### config.mk
export PLATFORM = sky130hd
export DESIGN_NAME = epoch_seconds_to_calendar
export DESIGN_NICKNAME = d
export VERILOG_FILES = /design/src/design/ecal_pkg.sv /design/src/design/epoch_seconds_to_calendar.sv /design/src/design/ecal_ctrl.sv /design/src/design/ecal_dp.sv
export VERILOG_INCLUDE_DIRS = /design/src /design/src/design
export SDC_FILE = /design/constraint.sdc
export NUM_CORES = 1
export LEC_CHECK = 0
export BUFFER_PORTS_ARGS = -buffer_cell sky130_fd_sc_hd__buf_2
export CORE_UTILIZATION = 65
export DETAILED_ROUTE_END_ITERATION = 7
export PLACE_DENSITY = 0.9
export SYNTH_ARGS = -nofsm -noshare
export SYNTH_HDL_FRONTEND = slang
export SYNTH_SLANG_ARGS = --single-unit
export TNS_END_PERCENT = 30
### constraint.sdc
create_clock -name clk -period 17.1 [get_ports clk]
set_input_delay 1.71 -clock clk [delete_from_list [all_inputs] [get_ports clk]]
set_output_delay 1.71 -clock clk [all_outputs]
set_load 0.02 [all_outputs]
### src/design/assert_macros.svh
// Assertion macros used by the top-level RTL file
`ifndef ASSERT_MACROS_SVH
`define ASSERT_MACROS_SVH
`ifndef SYNTH
// same-cycle implication
`define ASSERT_IMP(name, clk, rst, ante, cons, msg) \
  name: assert property (@(posedge clk) disable iff (rst) (ante) |-> (cons)) else $error(msg);
// next-cycle implication
`define ASSERT_NEXT(name, clk, rst, ante, cons, msg) \
  name: assert property (@(posedge clk) disable iff (rst) (ante) |=> (cons)) else $error(msg);
`else
`define ASSERT_IMP(name, clk, rst, ante, cons, msg)
`define ASSERT_NEXT(name, clk, rst, ante, cons, msg)
`endif
`endif

### src/design/ecal_pkg.sv
// Shared types, constants and calendar helpers for the epoch-to-calendar block
package ecal_pkg;

  // datapath commands issued by the controller
  typedef enum logic [3:0] {
    OP_IDLE,
    OP_LOAD,
    OP_DIV_DAY,
    OP_SET_HOUR,
    OP_DIV_HOUR,
    OP_SET_MIN,
    OP_DIV_MIN,
    OP_SET_YEAR,
    OP_YEAR,
    OP_SET_MONTH,
    OP_MONTH,
    OP_CAPTURE
  } op_t;

  // loop exit flags from the datapath
  typedef struct packed {
    logic year_done;
    logic month_done;
  } status_t;

  // constant divides as q = (x * RECIP) >> shift, exact over the x range used
  localparam logic [9:0]  DAY_ODD       = 10'd675;       // 86400 = 675 << 7
  localparam logic [25:0] DAY_RECIP     = 26'd50903317;  // ceil(2^35 / 675), x < 2^25
  localparam logic [11:0] SECS_PER_HOUR = 12'd3600;
  localparam logic [13:0] HOUR_RECIP    = 14'd9321;      // ceil(2^21 / 225), x = tod >> 4
  localparam logic [5:0]  SECS_PER_MIN  = 6'd60;
  localparam logic [10:0] MIN_RECIP     = 11'd1093;      // ceil(2^14 / 15), x = rem >> 2
  localparam logic [16:0] WEEK_RECIP    = 17'd74899;     // ceil(2^19 / 7), x < 2^16

  localparam logic [3:0] DAYS_PER_WEEK  = 4'd7;
  localparam logic [3:0] WEEKDAY_DAY0   = 4'd4;   // 1970-01-01 was a Thursday
  localparam logic [7:0] FIRST_YOFF     = 8'd70;  // 1970 - 1900
  localparam logic [7:0] NONLEAP_CENT   = 8'd200; // 2100 - 1900
  localparam logic [3:0] LAST_MONTH     = 4'd11;

  // Gregorian leap rule over 1970..2106: every fourth year except 2100
  function automatic logic is_leap(input logic [7:0] yoff);
    is_leap = (yoff[1:0] == 2'b00) && (yoff != NONLEAP_CENT);
  endfunction

  // month length in days
  function automatic logic [4:0] month_len(input logic leap, input logic [3:0] mon);
    case (mon)
      4'd1:                      month_len = leap ? 5'd29 : 5'd28;
      4'd3, 4'd5, 4'd8, 4'd10:   month_len = 5'd30;
      default:                   month_len = 5'd31;
    endcase
  endfunction

endpackage

### src/design/epoch_seconds_to_calendar.sv
// Top level: epoch seconds to broken-down UTC calendar time
//
// Input channel: in_valid/in_ready carry one word, epoch_seconds, unsigned
// seconds since 1970-01-01 00:00:00 UTC. Output channel: out_valid/out_ready
// carry one word of second, minute, hour, weekday, years_since_1900,
// day_of_year, month_index and day_of_month. One output word per input word.
// After a word is accepted, six steps split the seconds into days, time of
// day, weekday, hours and minutes by reciprocal multiplication; then one year
// is subtracted per cycle, over the whole years since 1970 (0..136), and one
// month per cycle up to the month index (0..11), with a setup step for the
// month loop between the two loops and a capture step at the end.
// One word is in flight at a time; once the result is loaded the controller
// returns to idle and can take a new word.
// The result sits in its own output register, so the next word is accepted
// and worked on while a stalled receiver holds the last one; the block waits
// at the end of a conversion only if the output register is still full.
// Reset (rst, synchronous) returns the controller to idle and drops out_valid.
`include "assert_macros.svh"

module epoch_seconds_to_calendar (
  input  logic        clk,
  input  logic        rst,
  input  logic        in_valid,
  output logic        in_ready,
  input  logic [31:0] epoch_seconds,
  output logic        out_valid,
  input  logic        out_ready,
  output logic [5:0]  second,
  output logic [5:0]  minute,
  output logic [4:0]  hour,
  output logic [2:0]  weekday,
  output logic [7:0]  years_since_1900,
  output logic [8:0]  day_of_year,
  output logic [3:0]  month_index,
  output logic [4:0]  day_of_month
);

  ecal_pkg::op_t     op;
  ecal_pkg::status_t status;

  ecal_ctrl u_ctrl (
    .clk       (clk),
    .rst       (rst),
    .in_valid  (in_valid),
    .in_ready  (in_ready),
    .out_valid (out_valid),
    .out_ready (out_ready),
    .status    (status),
    .op        (op)
  );

  ecal_dp u_dp (
    .clk              (clk),
    .op               (op),
    .epoch_seconds    (epoch_seconds),
    .status           (status),
    .second           (second),
    .minute           (minute),
    .hour             (hour),
    .weekday          (weekday),
    .years_since_1900 (years_since_1900),
    .day_of_year      (day_of_year),
    .month_index      (month_index),
    .day_of_month     (day_of_month)
  );

  // a taken word starts a conversion, so the input closes at once
  `ASSERT_NEXT(a_busy_after_accept, clk, rst, in_valid && in_ready, !in_ready, "input open after accept")
  // a new result only follows a capture command
  `ASSERT_IMP(a_valid_from_capture, clk, rst, $rose(out_valid), $past(op == ecal_pkg::OP_CAPTURE), "result without capture")
  // presented fields stay in calendar range
  `ASSERT_IMP(a_result_range, clk, rst, out_valid, (month_index <= 4'd11) && (day_of_month != 5'd0) && (hour <= 5'd23) && (weekday <= 3'd6), "result out of range")

endmodule

### src/design/ecal_ctrl.sv
// Controller state machine sequencing the divide, year and month loops
module ecal_ctrl (
  input  logic              clk,
  input  logic              rst,
  input  logic              in_valid,
  output logic              in_ready,
  output logic              out_valid,
  input  logic              out_ready,
  input  ecal_pkg::status_t status,
  output ecal_pkg::op_t     op
);

  typedef enum logic [3:0] {
    S_IDLE, S_DAY, S_HSET, S_HOUR, S_MSET, S_MIN,
    S_YSET, S_YEAR, S_MOSET, S_MONTH, S_DONE
  } state_t;

  state_t state;
  logic out_free;

  assign in_ready = (state == S_IDLE);
  assign out_free = !out_valid || out_ready;

  // command decode
  always_comb begin
    case (state)
      S_IDLE:  op = in_valid ? ecal_pkg::OP_LOAD : ecal_pkg::OP_IDLE;
      S_DAY:   op = ecal_pkg::OP_DIV_DAY;
      S_HSET:  op = ecal_pkg::OP_SET_HOUR;
      S_HOUR:  op = ecal_pkg::OP_DIV_HOUR;
      S_MSET:  op = ecal_pkg::OP_SET_MIN;
      S_MIN:   op = ecal_pkg::OP_DIV_MIN;
      S_YSET:  op = ecal_pkg::OP_SET_YEAR;
      S_YEAR:  op = ecal_pkg::OP_YEAR;
      S_MOSET: op = ecal_pkg::OP_SET_MONTH;
      S_MONTH: op = ecal_pkg::OP_MONTH;
      S_DONE:  op = out_free ? ecal_pkg::OP_CAPTURE : ecal_pkg::OP_IDLE;
      default: op = ecal_pkg::OP_IDLE;
    endcase
  end

  // state and output valid
  always_ff @(posedge clk) begin
    if (rst) begin
      state     <= S_IDLE;
      out_valid <= 1'b0;
    end else begin
      // raise on capture, drop once the word is taken
      if (state == S_DONE && out_free) begin
        out_valid <= 1'b1;
      end else if (out_ready) begin
        out_valid <= 1'b0;
      end
      case (state)
        S_IDLE: begin
          if (in_valid) state <= S_DAY;
        end
        S_DAY:   state <= S_HSET;
        S_HSET:  state <= S_HOUR;
        S_HOUR:  state <= S_MSET;
        S_MSET:  state <= S_MIN;
        S_MIN:   state <= S_YSET;
        S_YSET:  state <= S_YEAR;
        S_YEAR: begin
          if (status.year_done) state <= S_MOSET;
        end
        S_MOSET: state <= S_MONTH;
        S_MONTH: begin
          if (status.month_done) state <= S_DONE;
        end
        S_DONE: begin
          // wait until the output register is free
          if (out_free) state <= S_IDLE;
        end
        default: state <= S_IDLE;
      endcase
    end
  end

endmodule

### src/design/ecal_dp.sv
// Datapath: reciprocal-multiply dividers, weekday residue, year and month subtractors
module ecal_dp (
  input  logic              clk,
  input  ecal_pkg::op_t     op,
  input  logic [31:0]       epoch_seconds,
  output ecal_pkg::status_t status,
  output logic [5:0]        second,
  output logic [5:0]        minute,
  output logic [4:0]        hour,
  output logic [2:0]        weekday,
  output logic [7:0]        years_since_1900,
  output logic [8:0]        day_of_year,
  output logic [3:0]        month_index,
  output logic [4:0]        day_of_month
);

  // working registers
  logic [16:0] rem;
  logic [31:0] acc;
  logic [15:0] days;
  logic [13:0] wq;
  logic [7:0]  yoff;
  logic [3:0]  mon;
  logic [8:0]  yday;
  logic [4:0]  hr;
  logic [5:0]  mn;
  logic [5:0]  sc;
  logic [2:0]  wd;

  logic [50:0] day_prod;
  logic [24:0] day_back;
  logic [24:0] tod_hi;
  logic [15:0] wsum;
  logic [32:0] wq_prod;
  logic [15:0] wback;
  logic [15:0] wrem;
  logic [26:0] hr_prod;
  logic [16:0] hback;
  logic [20:0] mn_prod;
  logic [11:0] mback;
  logic [11:0] sdiff;
  logic        leap;
  logic [8:0]  ylen;
  logic [4:0]  mlen;

  // days = (secs >> 7) / 675; time of day from the remainder and the low bits
  assign day_prod = {26'b0, acc[31:7]} * {25'b0, ecal_pkg::DAY_RECIP};
  assign day_back = {9'b0, days} * {15'b0, ecal_pkg::DAY_ODD};
  assign tod_hi   = acc[31:7] - day_back;

  // weekday = (days + 4) mod 7
  assign wsum    = days + {12'b0, ecal_pkg::WEEKDAY_DAY0};
  assign wq_prod = {17'b0, wsum} * {16'b0, ecal_pkg::WEEK_RECIP};
  assign wback   = {2'b0, wq} * {12'b0, ecal_pkg::DAYS_PER_WEEK};
  assign wrem    = wsum - wback;

  // hours = (tod >> 4) / 225, minutes = (rem >> 2) / 15
  assign hr_prod = {14'b0, rem[16:4]} * {13'b0, ecal_pkg::HOUR_RECIP};
  assign hback   = {12'b0, hr} * {5'b0, ecal_pkg::SECS_PER_HOUR};
  assign mn_prod = {11'b0, rem[11:2]} * {10'b0, ecal_pkg::MIN_RECIP};
  assign mback   = {6'b0, mn} * {6'b0, ecal_pkg::SECS_PER_MIN};
  assign sdiff   = rem[11:0] - mback;

  // year and month lengths
  assign leap = ecal_pkg::is_leap(yoff);
  assign ylen = leap ? 9'd366 : 9'd365;
  assign mlen = ecal_pkg::month_len(leap, mon);

  assign status.year_done  = (days < {7'b0, ylen});
  assign status.month_done = (mon == ecal_pkg::LAST_MONTH) || (days[8:0] < {4'b0, mlen});

  always_ff @(posedge clk) begin
    case (op)
      ecal_pkg::OP_LOAD: begin
        acc  <= epoch_seconds;
        yoff <= ecal_pkg::FIRST_YOFF;
        mon  <= '0;
      end
      ecal_pkg::OP_DIV_DAY: days <= day_prod[50:35];
      ecal_pkg::OP_SET_HOUR: begin
        rem <= {tod_hi[9:0], acc[6:0]};
        wq  <= wq_prod[32:19];
      end
      ecal_pkg::OP_DIV_HOUR: begin
        hr <= hr_prod[25:21];
        wd <= wrem[2:0];
      end
      ecal_pkg::OP_SET_MIN: rem <= rem - hback;
      ecal_pkg::OP_DIV_MIN: mn <= mn_prod[19:14];
      ecal_pkg::OP_SET_YEAR: sc <= sdiff[5:0];
      ecal_pkg::OP_YEAR: begin
        if (!status.year_done) begin
          days <= days - {7'b0, ylen};
          yoff <= yoff + 8'd1;
        end
      end
      ecal_pkg::OP_SET_MONTH: yday <= days[8:0];
      ecal_pkg::OP_MONTH: begin
        if (!status.month_done) begin
          days <= days - {11'b0, mlen};
          mon  <= mon + 4'd1;
        end
      end
      ecal_pkg::OP_CAPTURE: begin
        second           <= sc;
        minute           <= mn;
        hour             <= hr;
        weekday          <= wd;
        years_since_1900 <= yoff;
        day_of_year      <= yday;
        month_index      <= mon;
        day_of_month     <= days[4:0] + 5'd1;
      end
      default: ;
    endcase
  end

endmodule

==> impl_summary.log, run 1 <==
[metrics] status: complete, but fails checks
[metrics] violations in the final reports: DRC
[metrics] setup TNS: 0 ns
[metrics] largest area contributor in the synthesized netlist: ha_1
[metrics] Die Footprint: 37700 µm²
[metrics] hold violation total from the final report: 0
[metrics] highest clock frequency the design can meet: between 0.1 and 0.15 GHz
[metrics] Mapped Avg Cell Area: 10.5 µm²
[metrics] core footprint: 36500 µm²
[metrics] fillcell total: 2527
[metrics] fraction of post-synthesis cell area in the top cell type by area: 0.295
[metrics] data arrival time at the worst-slack endpoint: 7.27 ns
[metrics] wire length of the first global-routing pass: around 90 mm
[metrics] clock sink count: 160
[metrics] clk buf depth: 2
[metrics] combined flip-flop and latch cell area: 4750 µm²
[metrics] post-CTS setup repair buffer count: 0
[metrics] final net count: 3263
[metrics] leftover overflow at the end of global routing: 0
[metrics] detailed placement HPWL: 45.3 mm
[metrics] sequential share of the synthesized area: 0.198
[metrics] Slew Limit Headroom: 0.240
[metrics] initial antenna violation count: 1
[metrics] chip height: between 150 and 200 µm
[metrics] ys async rst share: 0
[metrics] GPL Wtd Cong: about 0.93
[metrics] vias in the first global route: 18200
[metrics] count of synthesis-stage warnings from yosys: 0
[metrics] maximum net fanout on the critical path: 11
[metrics] share of layout cells above drive strength 1: 0.0640
[metrics] cts bufs inserted: 17
[metrics] clk_lat worst skew: 0.47 ns
[metrics] CTS Root Buffer Type: clkbuf_16
[metrics] IO Port Bufs: 83
[metrics] crit path kind: flop to flop
[metrics] max-capacitance violation count: 0
[metrics] main flop type after synthesis: edfxtp_1
[metrics] count of final max-slew check failures: 0
[metrics] standard-cell row count: 70
[metrics] Cells after DPL: 2827
[metrics] cell types with the largest area share after synthesis: ha_1 30%, fa_1 23%, edfxtp_1 19%
[metrics] maximum number of pins on one net before global-route repair: 47
[metrics] Yosys cell types: slightly above 70
[metrics] diodes inserted: 0
[metrics] required arrival time at the worst endpoint: between 15 and 20 ns
[metrics] remaining antenna violation count after routing: 0
[metrics] total number of vias: 16700
[metrics] worst min path class: flop to flop
[metrics] Finished Layout Cells: between 2000 and 3000
[metrics] min Tclk post-route: ~7 ns
[metrics] number of instances in the synthesized netlist: 2299
[metrics] minimum setup slack among reg-to-reg paths: 10.03 ns
[metrics] setup repair after global routing missed its margin: no
[metrics] count of flip-flops with a built-in enable after synthesis: approximately 160
[metrics] H-tree lvl count: 4
[metrics] worst clock skew: about 0.019 ns
[metrics] transition at the pin with the smallest max-transition slack: 1.13 ns
[metrics] Reg2Reg Depth: 23
[metrics] layout-stage area growth over the synthesis result: 6.40%
[metrics] CTS tree: done
[metrics] critical path capture point type: flop
[metrics] Residual DRC: 1
[metrics] utilization after layout: 0.700
[metrics] quantity of hold-fixing buffers added after cts: 0
[metrics] cell count of the worst hold path: 0
[metrics] wire length after detailed routing: 55.0 mm
[metrics] total area of multi-input combinational cells: 17000 µm²
[metrics] Setup crit start kind: flop
[metrics] effective utilization at floorplan: 0.658
[metrics] net count after synthesis: 3184
[metrics] violation count after the first detailed-routing iteration: 1293
[metrics] detailed-router iteration count before antenna repair: 7
[metrics] mapped cell area: 24000 µm²
[metrics] Worst Hold Slack: 0.418 ns
[metrics] final setup violation count: 0
[metrics] IO Pins: between 80 and 90
[metrics] clock input transition at the sequential cells of the worst setup and hold paths: 0.09 ns
[metrics] total global-route track usage: 0.304
[metrics] flip-flop and latch count after synthesis: 160
[metrics] detail-routed net length per standard cell: 19.2 µm
[metrics] post-CTS resize count: 0
[metrics] fin crit share: 0.413
[metrics] via-per-instance ratio: 5.85
[metrics] die outline width: about 190 µm
## registers in the layout, summed over array words and instances (netlist names), 8 cells and up
register / cells
u_dp.yoff: 8
u_dp.yday: 9
u_dp.days: 16
u_dp.acc: 32
u_dp.day_of_year: 9
u_dp.rem: 17
u_dp.years_since_1900: 8
## critical path, cell delays in order (launching register included)
cell,delay [ns]
edfxtp_1,0.72
inv_1,0.21
ha_1,0.38
inv_1,0.08
fa_1,0.46
ha_1,0.29
inv_1,0.05
fa_1,0.50
inv_1,0.05
fa_1,0.47
fa_1,0.54
inv_1,0.05
fa_1,0.52
inv_1,0.04
ha_1,0.34
a211oi_1,0.21
o211ai_1,0.15
a21bo_2,0.25
a211oi_1,0.35
o21ai_2,0.23
a221oi_4,0.41
o21ai_0,0.18
xnor2_1,0.21
o21ai_1,0.09
## final cells by class
| cell class | count | share of cell area |
|---|---|---|
| Multi-Input combinational cell | 1523 | 0.663 |
| Tap cell | 468 | 0.0229 |
| Clock inverter | 14 | 0.00695 |
| Clock buffer | 18 | 0.0168 |
| Sequential cell | 160 | 0.186 |
| Inverter | 588 | 0.0863 |
| Timing Repair Buffer | 88 | 0.0177 |
## logic make-up after synthesis
group,share of synthesized area
XOR/XNOR,0.0368
AND/OR/NAND/NOR,0.0598
multiplexers,0.00167
AO/OA/AOI/OAI,0.0772
buffers and inverters,0.0967
flip-flops,0.198
adder cells (fa/ha/maj),0.530
## synthesized netlist by cell type, types with 7 or more instances
cell      instances
nand2b_1         15
o21ai_0          57
or2_2            12
a21o_1           32
xor2_1           38
nand4_1          16
inv_1           588
nor3_1           24
a21oi_1          83
and3_1           17
xnor2_1          63
o22ai_1          13
fa_1            282
nor2b_1          12
nor2_1           66
clkbuf_1         20
o211ai_1          7
o21bai_1          9
edfxtp_1        155
nand3_1          25
o21a_1            8
nand2_1          65
a211oi_1         11
and2_1           10
ha_1            567
## cell usage in the layout (no fill, tap or decap), types with 11 or more instances in the layout
cell type / instances
a211oi_1: 11
a21o_1: 32
a21oi_1: 83
and3_1: 17
buf_2: 83
clkbuf_16: 17
edfxtp_1: 155
fa_1: 282
ha_1: 567
inv_1: 588
nand2_1: 65
nand2b_1: 15
nand3_1: 25
nand4_1: 16
nor2_1: 66
nor2b_1: 11
nor3_1: 24
o21ai_0: 57
o22ai_1: 13
or2_2: 12
xnor2_1: 63
xor2_1: 38
## final timing paths
| path | start | endpoint |
|---|---|---|
| max | u_dp.acc[12] | u_dp.days[9] |
| min | u_dp.wd[1] | u_dp.weekday[1] |
| max reg2reg | u_dp.acc[12] | u_dp.days[9] |
| min reg2reg | u_dp.wd[1] | u_dp.weekday[1] |
## routing by layer
layer	share of wire	GRT usage	vias to the layer above	wire length, µm
met5	0	0	-	0
met4	0.037	0.124	0	2020
met3	0.060	0.0493	143	3310
met2	0.50	0.542	646	27400
met1	0.40	0.365	8219	22200
li1	-	-	7722	-
## metrics by stage
stage               area (µm²)  worst slack, ns
floorplan                24000            10.85
CTS                      25600            10.08
detailed placement       25000            10.14
finish                   25600            10.03
global route             25600             9.65
global placement         25000            10.31
Power of run 1 is not shown: default switching activity piles up to over one toggle a cycle in this logic, so the estimate is an artifact.
==> inputs of run 2 (changes only) <==
==> constraint.sdc (replaced) <==
create_clock -name clk -period 7.3 [get_ports clk]
set_input_delay 0.73 -clock clk [delete_from_list [all_inputs] [get_ports clk]]
set_output_delay 0.73 -clock clk [all_outputs]
set_load 0.02 [all_outputs]
==> impl_summary.log, run 2 (same netlist as run 1, synthesis figures left out) <==
[metrics] status: complete, but fails checks (unchanged)
[metrics] violations in the final reports: DRC (unchanged)
[metrics] chip height: 194 µm (unchanged)
[metrics] leftover overflow at the end of global routing: 0 (unchanged)
[metrics] clock input transition at the sequential cells of the worst setup and hold paths: 0.08 ns (was 0.09 ns)
[metrics] GPL Wtd Cong: 0.942 (was 0.928)
[metrics] CTS tree: done (unchanged)
[metrics] fin crit share: 0.935 (was 0.413)
[metrics] Residual DRC: 11 (was 1)
[metrics] Biggest register: u_dp.acc (unchanged)
[metrics] total global-route track usage: 0.313 (was 0.304)
[metrics] largest registers: u_dp.acc x32, u_dp.rem x17, u_dp.days x16 (unchanged)
[metrics] remaining antenna violation count after routing: 0 (unchanged)
[metrics] crit path kind: flop to flop (unchanged)
[metrics] setup TNS: 0 ns (unchanged)
[metrics] transition at the pin with the smallest max-transition slack: 1.12 ns (was 1.13 ns)
[metrics] layout-stage area growth over the synthesis result: 6.72% (was 6.40%)
[metrics] clk_lat worst skew: 0.47 ns (about the same)
[metrics] Setup crit start kind: flop (unchanged)
[metrics] commonest non-fill, non-tap cells in the layout: 588 x inv_1, 567 x ha_1, 282 x fa_1, 155 x edfxtp_1 (unchanged)
[metrics] max reg flops: 32 (unchanged)
[metrics] wire length of the first global-routing pass: 91.7 mm (was 89.7 mm)
[metrics] via-per-instance ratio: 5.86 (was 5.85)
[metrics] detailed placement HPWL: 47.4 mm (was 45.3 mm)
[metrics] detailed-router iteration count before antenna repair: 8 (was 7)
[metrics] detail-routed net length per standard cell: 19.8 µm (was 19.2 µm)
[metrics] CTS Root Buffer Type: clkbuf_16 (unchanged)
[metrics] maximum number of pins on one net before global-route repair: 47 (unchanged)
[metrics] share of layout cells above drive strength 1: 0.0687 (was 0.0640)
[metrics] IO Pins: 84 (unchanged)
[metrics] quantity of hold-fixing buffers added after cts: 0 (unchanged)
[metrics] wire length after detailed routing: 56.9 mm (was 55.0 mm)
[metrics] total number of vias: 16800 (was 16700)
[metrics] critical path capture point type: flop (unchanged)
[metrics] initial antenna violation count: 0 (was 1)
[metrics] Die Footprint: 37700 µm² (unchanged)
[metrics] required arrival time at the worst endpoint: 7.49 ns (was 17.30 ns)
[metrics] combined flip-flop and latch cell area: 4750 µm² (unchanged)
[metrics] total area of multi-input combinational cells: 17000 µm² (unchanged)
[metrics] post-CTS resize count: 0 (unchanged)
[metrics] data arrival time at the worst-slack endpoint: 7.01 ns (was 7.27 ns)
[metrics] violation count after the first detailed-routing iteration: 1577 (was 1293)
[metrics] Slew Limit Headroom: 0.250 (was 0.240)
[metrics] die outline width: 194 µm (unchanged)
[metrics] worst clock skew: 0.0132 ns (was 0.0188 ns)
[metrics] cts bufs inserted: 17 (unchanged)
[metrics] diodes inserted: 0 (unchanged)
[metrics] final setup violation count: 0 (unchanged)
[metrics] final net count: 3275 (was 3263)
[metrics] setup repair after global routing missed its margin: no (unchanged)
[metrics] core footprint: 36500 µm² (unchanged)
[metrics] standard-cell row count: 70 (unchanged)
[metrics] clock sink count: 160 (unchanged)
[metrics] highest clock frequency the design can meet: 0.146 GHz (was 0.141 GHz)
[metrics] effective utilization at floorplan: 0.658 (unchanged)
[metrics] hold violation total from the final report: 0 (unchanged)
[metrics] IO Port Bufs: 83 (unchanged)
[metrics] clk buf depth: 2 (unchanged)
[metrics] vias in the first global route: 18200 (about the same)
[metrics] min Tclk post-route: 6.83 ns (was 7.07 ns)
[metrics] H-tree lvl count: 4 (unchanged)
[metrics] count of final max-slew check failures: 0 (unchanged)
[metrics] maximum net fanout on the critical path: 9 (was 11)
[metrics] post-CTS setup repair buffer count: 0 (unchanged)
[metrics] fillcell total: 2496 (was 2527)
[metrics] max-capacitance violation count: 0 (unchanged)
[metrics] worst min path class: flop to flop (unchanged)
[metrics] commonest non-fill, non-tap cell in the layout: inv_1 (unchanged)
==> run 2: changes by cell type in the layout (fill, tap and decap cells not counted), moves of 2 or more <==
cell	before	now
bufinv_16	2	0
clkinv_4	3	1
buf_4	5	17
clkinv_8	1	5
==> run 2: through the flow <==
stage / instances / area, µm² / hold WS [ns] / util / setup slack [ns]
global placement: 2839 / 25100 / 0.404 / 0.686 / 0.681
floorplan: 2299 / 24000 / 0.400 / - / 1.05
detailed placement: 2839 / 25100 / 0.405 / 0.686 / 0.569
finish: 2871 / 25600 / 0.418 / 0.702 / 0.473
CTS: 2871 / 25600 / 0.421 / 0.702 / 0.521
global route: 2871 / 25600 / 0.424 / 0.702 / 0.195
==> run 2: area by class of cell <==
class | instances | share of cell area
clock buffer | 17 | 0.0166
timing repair buffer | 100 | 0.0212
tap | 468 | 0.0228
inverter | 588 | 0.0860
sequential | 160 | 0.185
clock inverter | 15 | 0.00659
multi-input combinational | 1523 | 0.661
==> run 2: critical path: stages, from the launching register on <==
cell and delay, ns:
edfxtp_1 0.57, fa_1 0.59, inv_1 0.05, fa_1 0.47, inv_1 0.05, ha_1 0.28, fa_1 0.50, inv_1 0.05
fa_1 0.51, fa_1 0.59, inv_1 0.07, fa_1 0.44, ha_1 0.35, a211oi_1 0.28, o211ai_1 0.14, a21bo_2 0.22
a211oi_1 0.37, o21ai_2 0.22, a221oi_4 0.40, o21ai_0 0.16, xnor2_1 0.16, o22ai_1 0.10
==> run 2: final timing paths <==
path                                       end  cells after the start  slack (ns)         start
worst max-delay path              u_dp.days[6]                     21        0.47  u_dp.acc[11]
worst min-delay path            u_dp.second[3]                      0        0.42    u_dp.sc[3]
worst max register to register    u_dp.days[6]                     21        0.47  u_dp.acc[11]
worst min register to register  u_dp.second[3]                      0        0.42    u_dp.sc[3]
==> run 2: metal layers <==
| layer | track usage | wire [µm] | part of all wire | vias to the layer above |
|---|---|---|---|---|
| met5 | 0 | 0 | 0 | - |
| met4 | 0.138 | 2310 | 0.041 | 0 |
| met3 | 0.0444 | 3480 | 0.061 | 163 |
| met2 | 0.555 | 28600 | 0.50 | 680 |
| met1 | 0.380 | 22500 | 0.40 | 8219 |
| li1 | - | - | - | 7749 |
Power of run 2 is left out for the same reason.
==> inputs of run 3 (changes only) <==
--- a/config.mk
+++ b/config.mk
@@ -10,6 +10,7 @@
 export CORE_UTILIZATION = 65
 export DETAILED_ROUTE_END_ITERATION = 7
 export PLACE_DENSITY = 0.9
+export REMOVE_ABC_BUFFERS = 1
 export SYNTH_ARGS = -nofsm -noshare
 export SYNTH_HDL_FRONTEND = slang
 export SYNTH_SLANG_ARGS = --single-unit
==> impl_summary.log, run 3 (same netlist as run 1, synthesis figures left out) <==
[metrics] Slew Limit Headroom: 0.176 (was 0.250)
[metrics] CTS tree: done (unchanged)
[metrics] max-capacitance violation count: 0 (unchanged)
[metrics] total global-route track usage: 0.305 (was 0.313)
[metrics] transition at the pin with the smallest max-transition slack: 1.23 ns (was 1.12 ns)
[metrics] IO Port Bufs: 83 (unchanged)
[metrics] maximum net fanout on the critical path: 8 (was 9)
[metrics] cts bufs inserted: 17 (unchanged)
[metrics] final setup violation count: 0 (unchanged)
[metrics] quantity of hold-fixing buffers added after cts: 0 (unchanged)
[metrics] detailed-router iteration count before antenna repair: 6 (was 8)
[metrics] crit-path most repeated cell: fa_1 (unchanged)
[metrics] detailed placement HPWL: 45.5 mm (was 47.4 mm)
[metrics] core footprint: 36500 µm² (unchanged)
[metrics] CTS Root Buffer Type: clkbuf_16 (unchanged)
[metrics] share of layout cells above drive strength 1: 0.0699 (was 0.0687)
[metrics] IO Pins: 84 (unchanged)
[metrics] total number of vias: 16700 (was 16800)
[metrics] clock sink count: 160 (unchanged)
[metrics] wire length of the first global-routing pass: 90.2 mm (was 91.7 mm)
[metrics] die outline width: 194 µm (unchanged)
[metrics] standard cell with the maximum stage delay on the critical path: edfxtp_1 (was fa_1)
[metrics] DP Worst Slack: 0.322 ns (was 0.569 ns)
[metrics] post-CTS resize count: 0 (unchanged)
[metrics] fillcell total: 2515 (was 2496)
[metrics] wire length after detailed routing: 55.0 mm (was 56.9 mm)
[metrics] via-per-instance ratio: 5.82 (was 5.86)
[metrics] Biggest register: u_dp.acc (unchanged)
[metrics] Die Footprint: 37700 µm² (unchanged)
[metrics] total area of multi-input combinational cells: 17000 µm² (unchanged)
[metrics] hold violation total from the final report: 0 (unchanged)
[metrics] crit path kind: flop to flop (unchanged)
[metrics] final net count: 3277 (was 3275)
[metrics] clock input transition at the sequential cells of the worst setup and hold paths: 0.09 ns (was 0.08 ns)
[metrics] fin crit share: 0.940 (was 0.935)
[metrics] delay-heaviest family, CP: adder cells (unchanged)
[metrics] min Tclk post-route: 6.86 ns (was 6.83 ns)
[metrics] count of final max-slew check failures: 0 (unchanged)
[metrics] setup ws final: 0.439 ns (was 0.473 ns)
[metrics] effective utilization at floorplan: 0.658 (unchanged)
[metrics] total buffers and inverters traversed by the critical path: 4 (unchanged)
[metrics] largest registers: u_dp.acc x32, u_dp.rem x17, u_dp.days x16 (unchanged)
[metrics] initial antenna violation count: 0 (unchanged)
[metrics] commonest non-fill, non-tap cells in the layout: 588 x inv_1, 567 x ha_1, 282 x fa_1, 155 x edfxtp_1 (unchanged)
[metrics] standard-cell row count: 70 (unchanged)
[metrics] combined flip-flop and latch cell area: 4750 µm² (unchanged)
[metrics] GPL Wtd Cong: 0.945 (was 0.942)
[metrics] leftover overflow at the end of global routing: 0 (unchanged)
[metrics] violation count after the first detailed-routing iteration: 1285 (was 1577)
[metrics] Setup crit start kind: flop (unchanged)
[metrics] data arrival time at the worst-slack endpoint: 7.05 ns (was 7.01 ns)
[metrics] utilization after layout: 0.703 (was 0.702)
[metrics] worst clock skew: 0.0225 ns (was 0.0132 ns)
[metrics] chip height: 194 µm (unchanged)
[metrics] vias in the first global route: 18200 (about the same)
[metrics] status: finished, final reports clean (was complete, but fails checks)
[metrics] worst min path class: input port to flop (was flop to flop)
[metrics] Residual DRC: 0 (was 11)
[metrics] clk_lat worst skew: 0.48 ns (was 0.47 ns)
[metrics] critical path capture point type: flop (unchanged)
[metrics] diodes inserted: 0 (unchanged)
[metrics] required arrival time at the worst endpoint: 7.49 ns (about the same)
[metrics] setup TNS: 0 ns (unchanged)
[metrics] clk buf depth: 2 (unchanged)
[metrics] post-CTS setup repair buffer count: 0 (unchanged)
[metrics] H-tree lvl count: 4 (unchanged)
[metrics] detail-routed net length per standard cell: 19.1 µm (was 19.8 µm)
[metrics] remaining antenna violation count after routing: 0 (unchanged)
[metrics] delay contributed by the slowest stage of the critical path: 0.62 ns (was 0.59 ns)
[metrics] CP Cell Sequence: fa_1 > inv_1 > fa_1 > inv_1 > ha_1 > fa_1 > fa_1 > fa_1 > inv_1 > fa_1 > inv_1 > ha_1 > a21oi_1 > o21ai_1 > a2111o_1 > a21oi_1 > o21ai_2 > a221oi_4 > o21ai_0 > xnor2_1 > o22ai_1 (was fa_1 > inv_1 > fa_1 > inv_1 > ha_1 > fa_1 > inv_1 > fa_1 > fa_1 > inv_1 > fa_1 > ha_1 > a211oi_1 > o211ai_1 > a21bo_2 > a211oi_1 > o21ai_2 > a221oi_4 > o21ai_0 > xnor2_1 > o22ai_1)
[metrics] commonest non-fill, non-tap cell in the layout: inv_1 (unchanged)
[metrics] highest clock frequency the design can meet: 0.146 GHz (about the same)
[metrics] layout-stage area growth over the synthesis result: 6.88% (was 6.72%)
[metrics] maximum number of pins on one net before global-route repair: 40 (was 47)
[metrics] Worst Hold Slack: 0.415 ns (was 0.418 ns)
[metrics] max reg flops: 32 (unchanged)
==> run 3: cell count changes in the layout (fill, tap and decap cells not counted) <==
| cell | delta |
|---|---|
| clkinvlp_4 | -1 |
| bufinv_16 | +1 |
| inv_12 | +1 |
| buf_4 | +2 |
| clkinv_2 | +1 |
| clkinv_8 | -1 |
| clkinv_1 | -1 |
==> run 3: worst paths after layout <==
kind,from,endpoint,slack (ns),depth (start not counted)
worst max register to register,u_dp.acc[20],u_dp.days[6],0.44,21
worst min-delay path,epoch_seconds[23],u_dp.acc[23],0.42,1
worst min register to register,u_dp.wd[0],u_dp.weekday[0],0.42,0
worst max-delay path,u_dp.acc[20],u_dp.days[6],0.44,21
==> run 3: layer usage <==
metal,vias up,global-route usage,part of all wire
met5,-,0,0
met4,0,0.122,0.037
met3,157,0.0422,0.057
met2,620,0.547,0.50
met1,8180,0.369,0.40
li1,7757,-,-
==> run 3: metrics by stage <==
step / instance area [µm²] / std cells
finish: 25700 / 2873
global route: 25700 / 2873
CTS: 25600 / 2867
detailed placement: 25000 / 2835
global placement: 25000 / 2835
floorplan: 23900 / 2271
==> run 3: layout make-up <==
type | instances | area share
Clock buffer | 17 | 0.0166
Clock inverter | 15 | 0.00750
Inverter | 588 | 0.0859
Multi-Input combinational cell | 1523 | 0.660
Sequential cell | 160 | 0.185
Tap cell | 468 | 0.0228
Timing Repair Buffer | 102 | 0.0217
Power of run 3 is left out for the same reason.
